$ cat src/hdl/tlsrl_pkg.sv
`timescale 1ns / 1ps

package tlsrl_pkg;

	// fixed field widths
	localparam int unsigned PATTERN_W = 16;
	localparam int unsigned DELAY_W   = 16;

	// driver phase: write request and latch pulse
	typedef enum logic [1:0] {
		DRV_STANDBY  = 2'd0,
		DRV_LATCHING = 2'd1,
		DRV_PENDING  = 2'd2
	} drv_phase_t;

	// shift phase: data setup and clock high
	typedef enum logic [1:0] {
		SH_STANDBY = 2'd0,
		SH_STAGE   = 2'd1,
		SH_WRITE   = 2'd2
	} sh_phase_t;

endpackage

$ cat src/hdl/timed_led_shift_register_loader_top.sv
`timescale 1ns / 1ps

// Serial LED shift-register driver. Each input word is either one tick (mode 0) or a load
// of a new LED pattern (mode 1); each produces one result word with the data, clock and
// latch pin levels and a busy flag. A load requests a write that starts on the next tick:
// bits go out from bit 0, the clock rises and falls delay_ticks ticks apart, and after the
// last bit the latch is pulsed for delay_ticks ticks. One word is taken every clock cycle
// unless out_ready stalls a held result; the input register takes the word, and the single
// state-update stage then writes the result register, holding while that register is full.
// delay_ticks is written through the cfg port and should only change while no word is in
// flight.
module timed_led_shift_register_loader_top #(
	parameter int unsigned LED_COUNT = 16
) (
	input  logic                                  clk,
	input  logic                                  arst_n,
	// configuration write channel
	input  logic                                  cfg_valid,
	output logic                                  cfg_ready,
	input  logic [tlsrl_pkg::DELAY_W-1:0]         cfg_data,
	// input channel
	input  logic                                  in_valid,
	output logic                                  in_ready,
	input  logic                                  mode,
	input  logic [tlsrl_pkg::PATTERN_W-1:0]       pattern,
	// result channel
	output logic                                  out_valid,
	input  logic                                  out_ready,
	output logic                                  data_pin,
	output logic                                  clock_pin,
	output logic                                  latch_pin,
	output logic                                  busy_res
);

	localparam int unsigned IDX_W = (LED_COUNT > 1) ? $clog2(LED_COUNT) : 1;
	localparam logic [IDX_W-1:0] LAST_IDX = IDX_W'(LED_COUNT - 1);
	localparam int unsigned EXT_W = 7;

	// configuration
	logic [tlsrl_pkg::DELAY_W-1:0]   delay_q;

	// input stage
	logic                            valid_s1;
	logic                            mode_s1;
	logic [tlsrl_pkg::PATTERN_W-1:0] pattern_s1;

	// result stage
	logic                            valid_s2;
	logic                            data_s2;
	logic                            clock_s2;
	logic                            latch_s2;
	logic                            busy_s2;

	// driver state
	logic [tlsrl_pkg::PATTERN_W-1:0] led_pattern_q;
	logic [IDX_W-1:0]                bit_index_q;
	logic [tlsrl_pkg::DELAY_W-1:0]   elapsed_q;
	tlsrl_pkg::drv_phase_t           drv_q;
	tlsrl_pkg::sh_phase_t            sh_q;
	logic                            data_q;
	logic                            clock_q;
	logic                            latch_q;

	// next state
	logic [tlsrl_pkg::PATTERN_W-1:0] led_pattern_nx;
	logic [IDX_W-1:0]                bit_index_nx;
	logic [tlsrl_pkg::DELAY_W-1:0]   elapsed_nx;
	tlsrl_pkg::drv_phase_t           drv_nx;
	tlsrl_pkg::sh_phase_t            sh_nx;
	logic                            data_nx;
	logic                            clock_nx;
	logic                            latch_nx;
	logic                            busy_nx;

	logic                            advance;

	// pattern bit at a shift position, zero beyond the stored width
	function automatic logic pat_bit(input logic [IDX_W-1:0] idx,
			input logic [tlsrl_pkg::PATTERN_W-1:0] pat);
		logic [EXT_W-1:0] idx_ext;
		idx_ext = EXT_W'(idx);
		if (idx_ext < EXT_W'(tlsrl_pkg::PATTERN_W)) begin
			return pat[idx_ext[3:0]];
		end
		return 1'b0;
	endfunction

	// handshakes
	assign cfg_ready = 1'b1;
	assign advance   = valid_s1 && (!valid_s2 || out_ready);
	assign in_ready  = !valid_s1 || advance;

	// delay register
	always_ff @(posedge clk or negedge arst_n) begin
		if (!arst_n) begin
			delay_q <= tlsrl_pkg::DELAY_W'(1);
		end else if (cfg_valid && cfg_ready) begin
			delay_q <= cfg_data;
		end
	end

	// input register
	always_ff @(posedge clk or negedge arst_n) begin
		if (!arst_n) begin
			valid_s1 <= 1'b0;
		end else if (in_ready) begin
			valid_s1 <= in_valid;
		end
	end

	always_ff @(posedge clk) begin
		if (in_valid && in_ready) begin
			mode_s1    <= mode;
			pattern_s1 <= pattern;
		end
	end

	// one tick or one load
	always_comb begin
		led_pattern_nx = led_pattern_q;
		bit_index_nx   = bit_index_q;
		elapsed_nx     = elapsed_q;
		drv_nx         = drv_q;
		sh_nx          = sh_q;
		data_nx        = data_q;
		clock_nx       = clock_q;
		latch_nx       = latch_q;

		if (mode_s1) begin
			// load: store pattern, request a write
			led_pattern_nx = pattern_s1;
			drv_nx         = tlsrl_pkg::DRV_PENDING;
		end else begin
			// saturating tick count
			if (elapsed_q != '1) begin
				elapsed_nx = elapsed_q + tlsrl_pkg::DELAY_W'(1);
			end

			// driver phase
			case (drv_q)
				tlsrl_pkg::DRV_LATCHING: begin
					if (elapsed_nx >= delay_q) begin
						latch_nx = 1'b0;
						drv_nx   = tlsrl_pkg::DRV_STANDBY;
					end
				end
				tlsrl_pkg::DRV_PENDING: begin
					bit_index_nx = '0;
					data_nx      = pat_bit('0, led_pattern_q);
					drv_nx       = tlsrl_pkg::DRV_STANDBY;
					sh_nx        = tlsrl_pkg::SH_STAGE;
					elapsed_nx   = '0;
				end
				default: begin
				end
			endcase

			// shift phase, sees the driver's update
			case (sh_nx)
				tlsrl_pkg::SH_STAGE: begin
					if (elapsed_nx >= delay_q) begin
						clock_nx   = 1'b1;
						sh_nx      = tlsrl_pkg::SH_WRITE;
						elapsed_nx = '0;
					end
				end
				tlsrl_pkg::SH_WRITE: begin
					if (elapsed_nx >= delay_q) begin
						clock_nx = 1'b0;
						if (bit_index_nx != LAST_IDX) begin
							bit_index_nx = bit_index_nx + IDX_W'(1);
							data_nx      = pat_bit(bit_index_nx, led_pattern_q);
							sh_nx        = tlsrl_pkg::SH_STAGE;
						end else begin
							data_nx  = 1'b0;
							latch_nx = 1'b1;
							drv_nx   = tlsrl_pkg::DRV_LATCHING;
							sh_nx    = tlsrl_pkg::SH_STANDBY;
						end
						elapsed_nx = '0;
					end
				end
				default: begin
				end
			endcase
		end

		busy_nx = (drv_nx == tlsrl_pkg::DRV_LATCHING) || (drv_nx == tlsrl_pkg::DRV_PENDING) ||
			(sh_nx == tlsrl_pkg::SH_STAGE) || (sh_nx == tlsrl_pkg::SH_WRITE);
	end

	// driver state
	always_ff @(posedge clk or negedge arst_n) begin
		if (!arst_n) begin
			led_pattern_q <= '0;
			bit_index_q   <= '0;
			elapsed_q     <= '0;
			drv_q         <= tlsrl_pkg::DRV_STANDBY;
			sh_q          <= tlsrl_pkg::SH_STANDBY;
			data_q        <= 1'b0;
			clock_q       <= 1'b0;
			latch_q       <= 1'b0;
		end else if (advance) begin
			led_pattern_q <= led_pattern_nx;
			bit_index_q   <= bit_index_nx;
			elapsed_q     <= elapsed_nx;
			drv_q         <= drv_nx;
			sh_q          <= sh_nx;
			data_q        <= data_nx;
			clock_q       <= clock_nx;
			latch_q       <= latch_nx;
		end
	end

	// result register
	always_ff @(posedge clk or negedge arst_n) begin
		if (!arst_n) begin
			valid_s2 <= 1'b0;
		end else if (!valid_s2 || out_ready) begin
			valid_s2 <= valid_s1;
		end
	end

	always_ff @(posedge clk) begin
		if (advance) begin
			data_s2  <= data_nx;
			clock_s2 <= clock_nx;
			latch_s2 <= latch_nx;
			busy_s2  <= busy_nx;
		end
	end

	assign out_valid = valid_s2;
	assign data_pin  = data_s2;
	assign clock_pin = clock_s2;
	assign latch_pin = latch_s2;
	assign busy_res  = busy_s2;

	// latch pulse only runs with the shifter idle
	a_latch_idle_shift: assert property (@(posedge clk) disable iff (!arst_n)
		drv_q == tlsrl_pkg::DRV_LATCHING |-> sh_q == tlsrl_pkg::SH_STANDBY)
		else $error("latch phase with shifter active");

	// a pending write is always taken up by the next tick
	a_pending_taken: assert property (@(posedge clk) disable iff (!arst_n)
		advance && !mode_s1 |=> drv_q != tlsrl_pkg::DRV_PENDING)
		else $error("pending write survived a tick");

	// a load always reports busy
	a_load_busy: assert property (@(posedge clk) disable iff (!arst_n)
		advance && mode_s1 |=> busy_s2)
		else $error("load result not busy");

	// bit position stays within the chain
	a_index_range: assert property (@(posedge clk) disable iff (!arst_n)
		bit_index_q <= LAST_IDX)
		else $error("bit index past last LED");

endmodule
$ cat config.mk
export PLATFORM = sky130hd
export DESIGN_NAME = timed_led_shift_register_loader_top
export DESIGN_NICKNAME = d
export VERILOG_FILES = /design/src/hdl/tlsrl_pkg.sv /design/src/hdl/timed_led_shift_register_loader_top.sv
export SDC_FILE = /design/constraint.sdc
export NUM_CORES = 1
export LEC_CHECK = 0
export ABC_CLOCK_PERIOD_IN_PS = 5270
export BUFFER_PORTS_ARGS = -buffer_cell sky130_fd_sc_hd__buf_2
export CAP_MARGIN = 30
export CORE_UTILIZATION = 36
export DETAILED_ROUTE_END_ITERATION = 6
export PLACE_DENSITY_LB_ADDON = 0.3
export SLEW_MARGIN = 10
export SYNTH_ARGS = -nofsm -noshare
export SYNTH_HDL_FRONTEND = slang
export SYNTH_SLANG_ARGS = --single-unit
export TNS_END_PERCENT = 5
$ cat constraint.sdc
create_clock -name clk -period 5.27 [get_ports clk]
set_input_delay 0.527 -clock clk [delete_from_list [all_inputs] [get_ports clk]]
set_output_delay 0.527 -clock clk [all_outputs]
set_load 0.005 [all_outputs]
==> results of run 1 <==
-- worst register-to-register path: stages, from the launching register on --
cell       delay [ps]
dfrtp_1           420
and4_1            280
nand4_1           210
or4_1             550
nor3_1            190
a21oi_1            90
nor2b_1           150
ha_1              320
nand4_1           170
or4_1             550
o32a_1            350
nand2_1           280
a211o_1           460
o21ai_0           180
o2bb2ai_1         190
-- layer usage --
layer  vias to the layer above  global-route usage [%]  routed length [µm]
li1                       1680                       -                   -
met1                      1640                   21.57                4620
met4                         0                   6.234                 153
met3                        11                   3.229                 317
met2                        58                   25.62                4463
met5                         -                       0                   0
-- cells in the mapped netlist (3+ instances only) --
cell	instances
nor2_1	25
mux4_2	4
dfrtp_1	60
clkbuf_1	12
nand3_1	8
inv_1	39
a21o_1	4
and3_1	5
nand2b_1	7
mux2_2	17
nor2b_1	9
a31oi_1	3
nand4_1	8
xor2_1	4
xnor2_1	9
a21oi_1	25
ha_1	39
nand2_1	45
o21ai_1	12
o21ai_0	32
mux2i_1	4
nor3_1	5
edfxtp_1	21
a22o_1	5
a211oi_1	3
-- logic make-up (layout without fill, tap and decap cells) --
logic type / count (synthesis) / in the layout
AOI/OAI and AO/OA: 110 / 110
xor gates and xnor gates: 13 / 13
adders and majority gates: 39 / 39
buffers and inverters: 54 / 102
DFF: 82 / 82
muxes: 25 / 25
other: 1 / 1
and+or+nand+nor: 123 / 123
-- area by class of cell --
class	count	area, µm²
timing repair buffer	47	245.2
clock inverter	7	81.33
tap	168	210.2
clock buffer	9	225.2
multi-input combinational	311	2201
inverter	39	146.4
sequential	82	2158
fill	1191	6944
-- layout by cell type, fill, tap and decap left out, types with 3 or more instances in the layout --
cell type and n:
nor2b_1 9, a21oi_1 25, nand4_1 8, nand2b_1 7, mux4_2 4, xor2_1 4
buf_2 43, nand3_1 8, o21ai_1 12, dfrtp_1 60, edfxtp_1 21, nand2_1 45
a211oi_1 3, buf_4 4, a21o_1 4, a22o_1 5, mux2i_1 4, and3_1 5
clkbuf_16 9, mux2_2 17, o21ai_0 32, nor3_1 5, a31oi_1 3, xnor2_1 9
ha_1 39, inv_1 39, nor2_1 25
-- registers in the layout (all words and copies together), names as in the netlist, 2 cells and up --
signal and cells:
pattern_s1 16, bit_index_q 4, drv_q 2, sh_q 2, led_pattern_q 16, elapsed_q 16, delay_q 16
-- final timing paths --
path                       depth (start not counted)  slack, ps                end
max                                               14        750       elapsed_q[5]
min                                                2        350         delay_q[9]
max reg2reg                                       14        750       elapsed_q[5]
min reg2reg                                        1        480   led_pattern_q[7]
max in group asynchronous                          2       4380  led_pattern_q[10]
min in group clk                                   1        350     pattern_s1[14]
-- power groups by stage --
stage / Combinational (mW) / Sequential (mW) / Clock, mW
after floorplan: 0.170 / 0.758 / 0
after global placement: 0.235 / 0.768 / 0
after detailed placement: 0.242 / 0.770 / 0
after CTS: 0.245 / 0.758 / 0.653
after global routing: 0.276 / 0.765 / 0.675
final: 0.242 / 0.758 / 0.638
-- per-stage QoR --
step	hold slack, ps	setup slack, ps
2_1_floorplan	231.4	1240
3_3_place_gp	463.4	958.8
3_5_place_dp	468.2	846.8
4_1_cts	335.9	817.6
5_1_grt	331.6	390.6
6_report	345.5	752.0
==> results.toml, run 1 <==
[global_route]
antenna_found_initial = 0
grt_max_degree = 62
overflow = 0
grt_first_pass_wirelength_mm = 16.30
grt_usage_pct = 16.06
grt_pass1_vias = 3384

[final_layout]
final_core_util_pct = 43.14
fin_nets = 567
drive_gt1_share_pct = 17.98
stdcell_area_um2 = 5268
final_cell_count_no_fill = 663
diodes = 0
area_delta_synth_final_pct = 15.15

[sta]
clock_skew_ps = 8.673
post-route-period-util_pct = 85.73
fmax_mhz = 221.3
slew_viol_final = 0
grt_setup_unrepaired = "false"
tightest_slew_ps = 904.6
slew_headroom_pct = 39.47
finalSetupViolCount = 0
finalHoldViolCount = 0
min_period_ps = 4518
final.setup.tns_ps = 0

[clock_tree]
cts_max_path_buffers = 2
root_buffer = "clkbuf_16"
cts_max_level = 3
cts_hold_buf = 0
path_clk_slew_ps = 70
clk_latency_ps = 350
cts_tree = "done"
cts_sinks = 82
post_cts_buffers = 0
ctsResizeCount = 0
numCtsBuffers = 9

[yosys]
synthesis.area_um2 = 4574
synth_top_family_by_area = "compound AO/OA/AOI/OAI gates"
synth.largest_area_cell = "dfrtp_1"
synth_nets = 524
yosysUniqueCellTypes = 57
synthCells = 447
synth_seq_area_share_pct = 47.18
synth_compound_area_share_pct = 15.07
syn_avg_cell_area_um2 = 10.23
synthSimpleGateAreaFrac_pct = 12.77
synth_seq_cells = 82
yosys_most_used_dff = "dfrtp_1"
async_reset_ff_share_pct = 74.39
yosysTopAreaCellShare_pct = 32.82
synth_xor_xnor_area_share_pct = 2.489
synth.area.top_cells = "dfrtp_1 (33%), edfxtp_1 (14%), ha_1 (11%), mux2_2 (4.2%), nand2_1 (3.7%)"
synth_edf_count = 21
synth_fa_ha_area_share_pct = 10.67
yosys_warnings = 0
muxShareOfSynthArea_pct = 7.030

[place]
dp_cells = 647
placed_cell_area_um2 = 4961
dp_hpwl_mm = 7.025
io_buffer_count = 43
place_congestion = 0.8154

[drt]
wl_per_cell_um = 14.41
drtIter0Drc = 173
vias = 3389
drcViolationCount = 0
drt_first_pass_iters = 4
final_antenna_net_count = 0
drt-total-wl_mm = 9.556
viasPerCell = 5.112

[outcome]
outcome = "finished, final reports clean"

[pwr]
powerDensity_nw_per_um2 = 310.8
leakagePower_nw = 2.411
peakVddDrop_mv = 0.1672
power_frac_seq_pct = 46.3
p_total_mw = 1.637
clkPwrFrac_pct = 38.9
p_int_mw = 1.167
combPwrFrac_pct = 14.8
switchingPower_uw = 470.5
switching_share_pct = 28.74

[floorplan]
fp.coreArea_um2 = 12210
num_rows = 40
die_y_um = 114.7
dieArea_um2 = 13160
die_w_um = 114.7
start_util_pct = 37.46
io_pins = 45

[critical_path]
critPathTopFamily = "simple AND/OR/NAND/NOR gates"
cp.arrival_ps = 4740
crit_type = "register to register"
worst-path-buf-inv = 0
start_kind = "register"
cp_max_fo = 13
critPathLaunch = "elapsed_q[3]"
crit_slowest_cell = "or4_1"
r2r_start = "elapsed_q[3]"
critPathRequiredTime_ps = 5490
cp_slowest_stage_delay_ps = 550
crit_path_end_kind = "register"
worstPathCellList = "and4_1 > nand4_1 > or4_1 > nor3_1 > a21oi_1 > nor2b_1 > ha_1 > nand4_1 > or4_1 > o32a_1 > nand2_1 > a211o_1 > o21ai_0 > o2bb2ai_1"

[run]
cap_violations = 0

[worst_hold_path]
hold_path_class = "input pin to async pin"
(Power assumes the default switching activity.)
==> run 2, diff against run 1 <==
--- a/config.mk
+++ b/config.mk
@@ -6,10 +6,10 @@
 export NUM_CORES = 1
 export LEC_CHECK = 0
 export ABC_CLOCK_PERIOD_IN_PS = 5270
-export BUFFER_PORTS_ARGS = -buffer_cell sky130_fd_sc_hd__buf_2
-export CAP_MARGIN = 30
+export CORE_ASPECT_RATIO = 1.2
 export CORE_UTILIZATION = 36
 export DETAILED_ROUTE_END_ITERATION = 6
+export DONT_BUFFER_PORTS = 1
 export PLACE_DENSITY_LB_ADDON = 0.3
 export SLEW_MARGIN = 10
 export SYNTH_ARGS = -nofsm -noshare
==> run 2 against run 1 <==
Net effect:
- via count shrank 3.2%
- cell count shrank 7.8%
- global-route usage shrank 1.0 points
- critical path depth is the same
- worst setup slack lost 13 ps
- clock skew shrank 1.5 ps
- maximum frequency shrank 0.30%
- non-clock buffer count shrank 45
- sequential cell count is the same
- largest power group unchanged
- highest routed layer unchanged
==> results.toml, run 2 (synthesis results as in run 1) <==
[drt]
drtIter0Drc = 126
drt_first_pass_iters = 4
vias = 3281
top_layer_used = "met4"
wl_met2_mm = 4.764
wl_met1_mm = 4.078
final_antenna_net_count = 0
viasPerCell = 5.370
drt-total-wl_mm = 9.312
routed-wl-met3_um = 251
drcViolationCount = 0
wl_per_cell_um = 15.24

[pwr]
peakVddDrop_mv = 0.2116
leakagePower_nw = 2.242
powerDensity_nw_per_um2 = 318.6

[global_route]
grt_max_degree = 61
overflow = 0
grt_first_pass_wirelength_mm = 15.42
grt_usage_pct = 15.04
grt_pass1_vias = 3190
antenna_found_initial = 0

[critical_path]
crit_type = "register to register"
start_kind = "register"
r2r_start = "elapsed_q[3]"
rr_worst_depth = 14
critPathRequiredTime_ps = 5350
cp_max_fo = 10
crit_path_end_kind = "register"
worstReg2RegEnd = "busy_res"
r2r_slack_ps = 740
cp.arrival_ps = 4610

[clock_tree]
path_clk_slew_ps = 70
numCtsBuffers = 9
clk_latency_ps = 340
root_buffer = "clkbuf_16"
post_cts_buffers = 0
ctsResizeCount = 0
cts_sinks = 82
cts_max_level = 3
cts_max_path_buffers = 2
cts_tree = "done"
cts_hold_buf = 1

[sta]
grt_setup_unrepaired = "false"
slew_headroom_pct = 32.18
finalHoldViolCount = 0
fmax_mhz = 220.7
finalSetupViolCount = 0
final.setup.tns_ps = 0
slew_viol_final = 0
post-route-period-util_pct = 85.98
tightest_slew_ps = 1014
min_period_ps = 4531
clock_skew_ps = 7.133

[place]
dp_cells = 594
dp_hpwl_mm = 6.935
place_congestion = 0.8283
io_buffer_count = 0

[final_layout]
drive_gt1_share_pct = 9.778
layout_common_cells = "dfrtp_1 (60), nand2_1 (45), inv_1 (39), ha_1 (39), o21ai_0 (32)"
final_cell_count_no_fill = 611
diodes = 0
fin_nets = 522
final_common_cell = "dfrtp_1"
area_delta_synth_final_pct = 10.26

[floorplan]
dieArea_um2 = 13160
die_y_um = 125.5
io_pins = 45
start_util_pct = 37.43
die_w_um = 104.9
fp.coreArea_um2 = 12220
num_rows = 44

[worst_hold_path]
hold_path_class = "input pin to async pin"

[run]
cap_violations = 0

[outcome]
outcome = "finished, final reports clean"
[run 2: metal layers]
layer / vias up / global-route usage, %
met4: 0 / 7.208
met2: 64 / 25.83
met1: 1593 / 18.06
met3: 19 / 2.868
li1: 1605 / -
met5: - / 0
[run 2: power breakdown]
part	internal [mW]	total (mW)	switching, mW
combinational	0.0952	0.219	0.124
sequential	0.723	0.759	0.0360
clock	0.338	0.629	0.292
total	1.16	1.61	0.451
[run 2: worst max-delay path, cell delays in order, from the launching register on]
cell       delay, ps
dfrtp_1          430
and4_1           270
nand4_1          210
or4_1            540
nor3_1           180
a21oi_1          100
nor2b_1          150
ha_1             340
nand4_1          140
or4_1            540
o32a_1           360
a21bo_1          350
o31ai_2          310
xnor2_1          190
o2111ai_1        150
[run 2: per-stage QoR]
stage / worst slack (ps) / util (%) / area [µm²] / total power [mW] / hold WS (ps)
detailed placement: 872.6 / 38.57 / 4715 / 0.9802 / 232.8
global route: 436.3 / 41.27 / 5044 / 1.693 / 0.8081
CTS: 796.5 / 41.27 / 5044 / 1.630 / 8.422
finish: 738.6 / 41.27 / 5044 / 1.607 / 20.50
floorplan: 1240 / - / 4574 / 0.9281 / 231.4
global placement: 961.8 / 38.57 / 4715 / 0.9712 / 232.9
[run 2: cell type report]
class                           instances  area [µm²]
Fill cell                            1223        7178
Multi-Input combinational cell        311        2201
Clock buffer                            9       225.2
Tap cell                              161       201.4
Sequential cell                        82        2158
Inverter                               39       146.4
Clock inverter                          7       76.32
Timing Repair Buffer                    2       35.03
[run 2: worst max path at each step]
stage	startpoint	endpoint	slack (ps)	cells past startpoint
after global routing	elapsed_q[3]	elapsed_q[5]	440	14
after floorplan	elapsed_q[3]	busy_res	1240	15
after global placement	elapsed_q[3]	busy_res	960	14
after CTS	elapsed_q[3]	busy_res	800	14
after detailed placement	elapsed_q[3]	elapsed_q[5]	870	14
final	elapsed_q[3]	busy_res	740	14
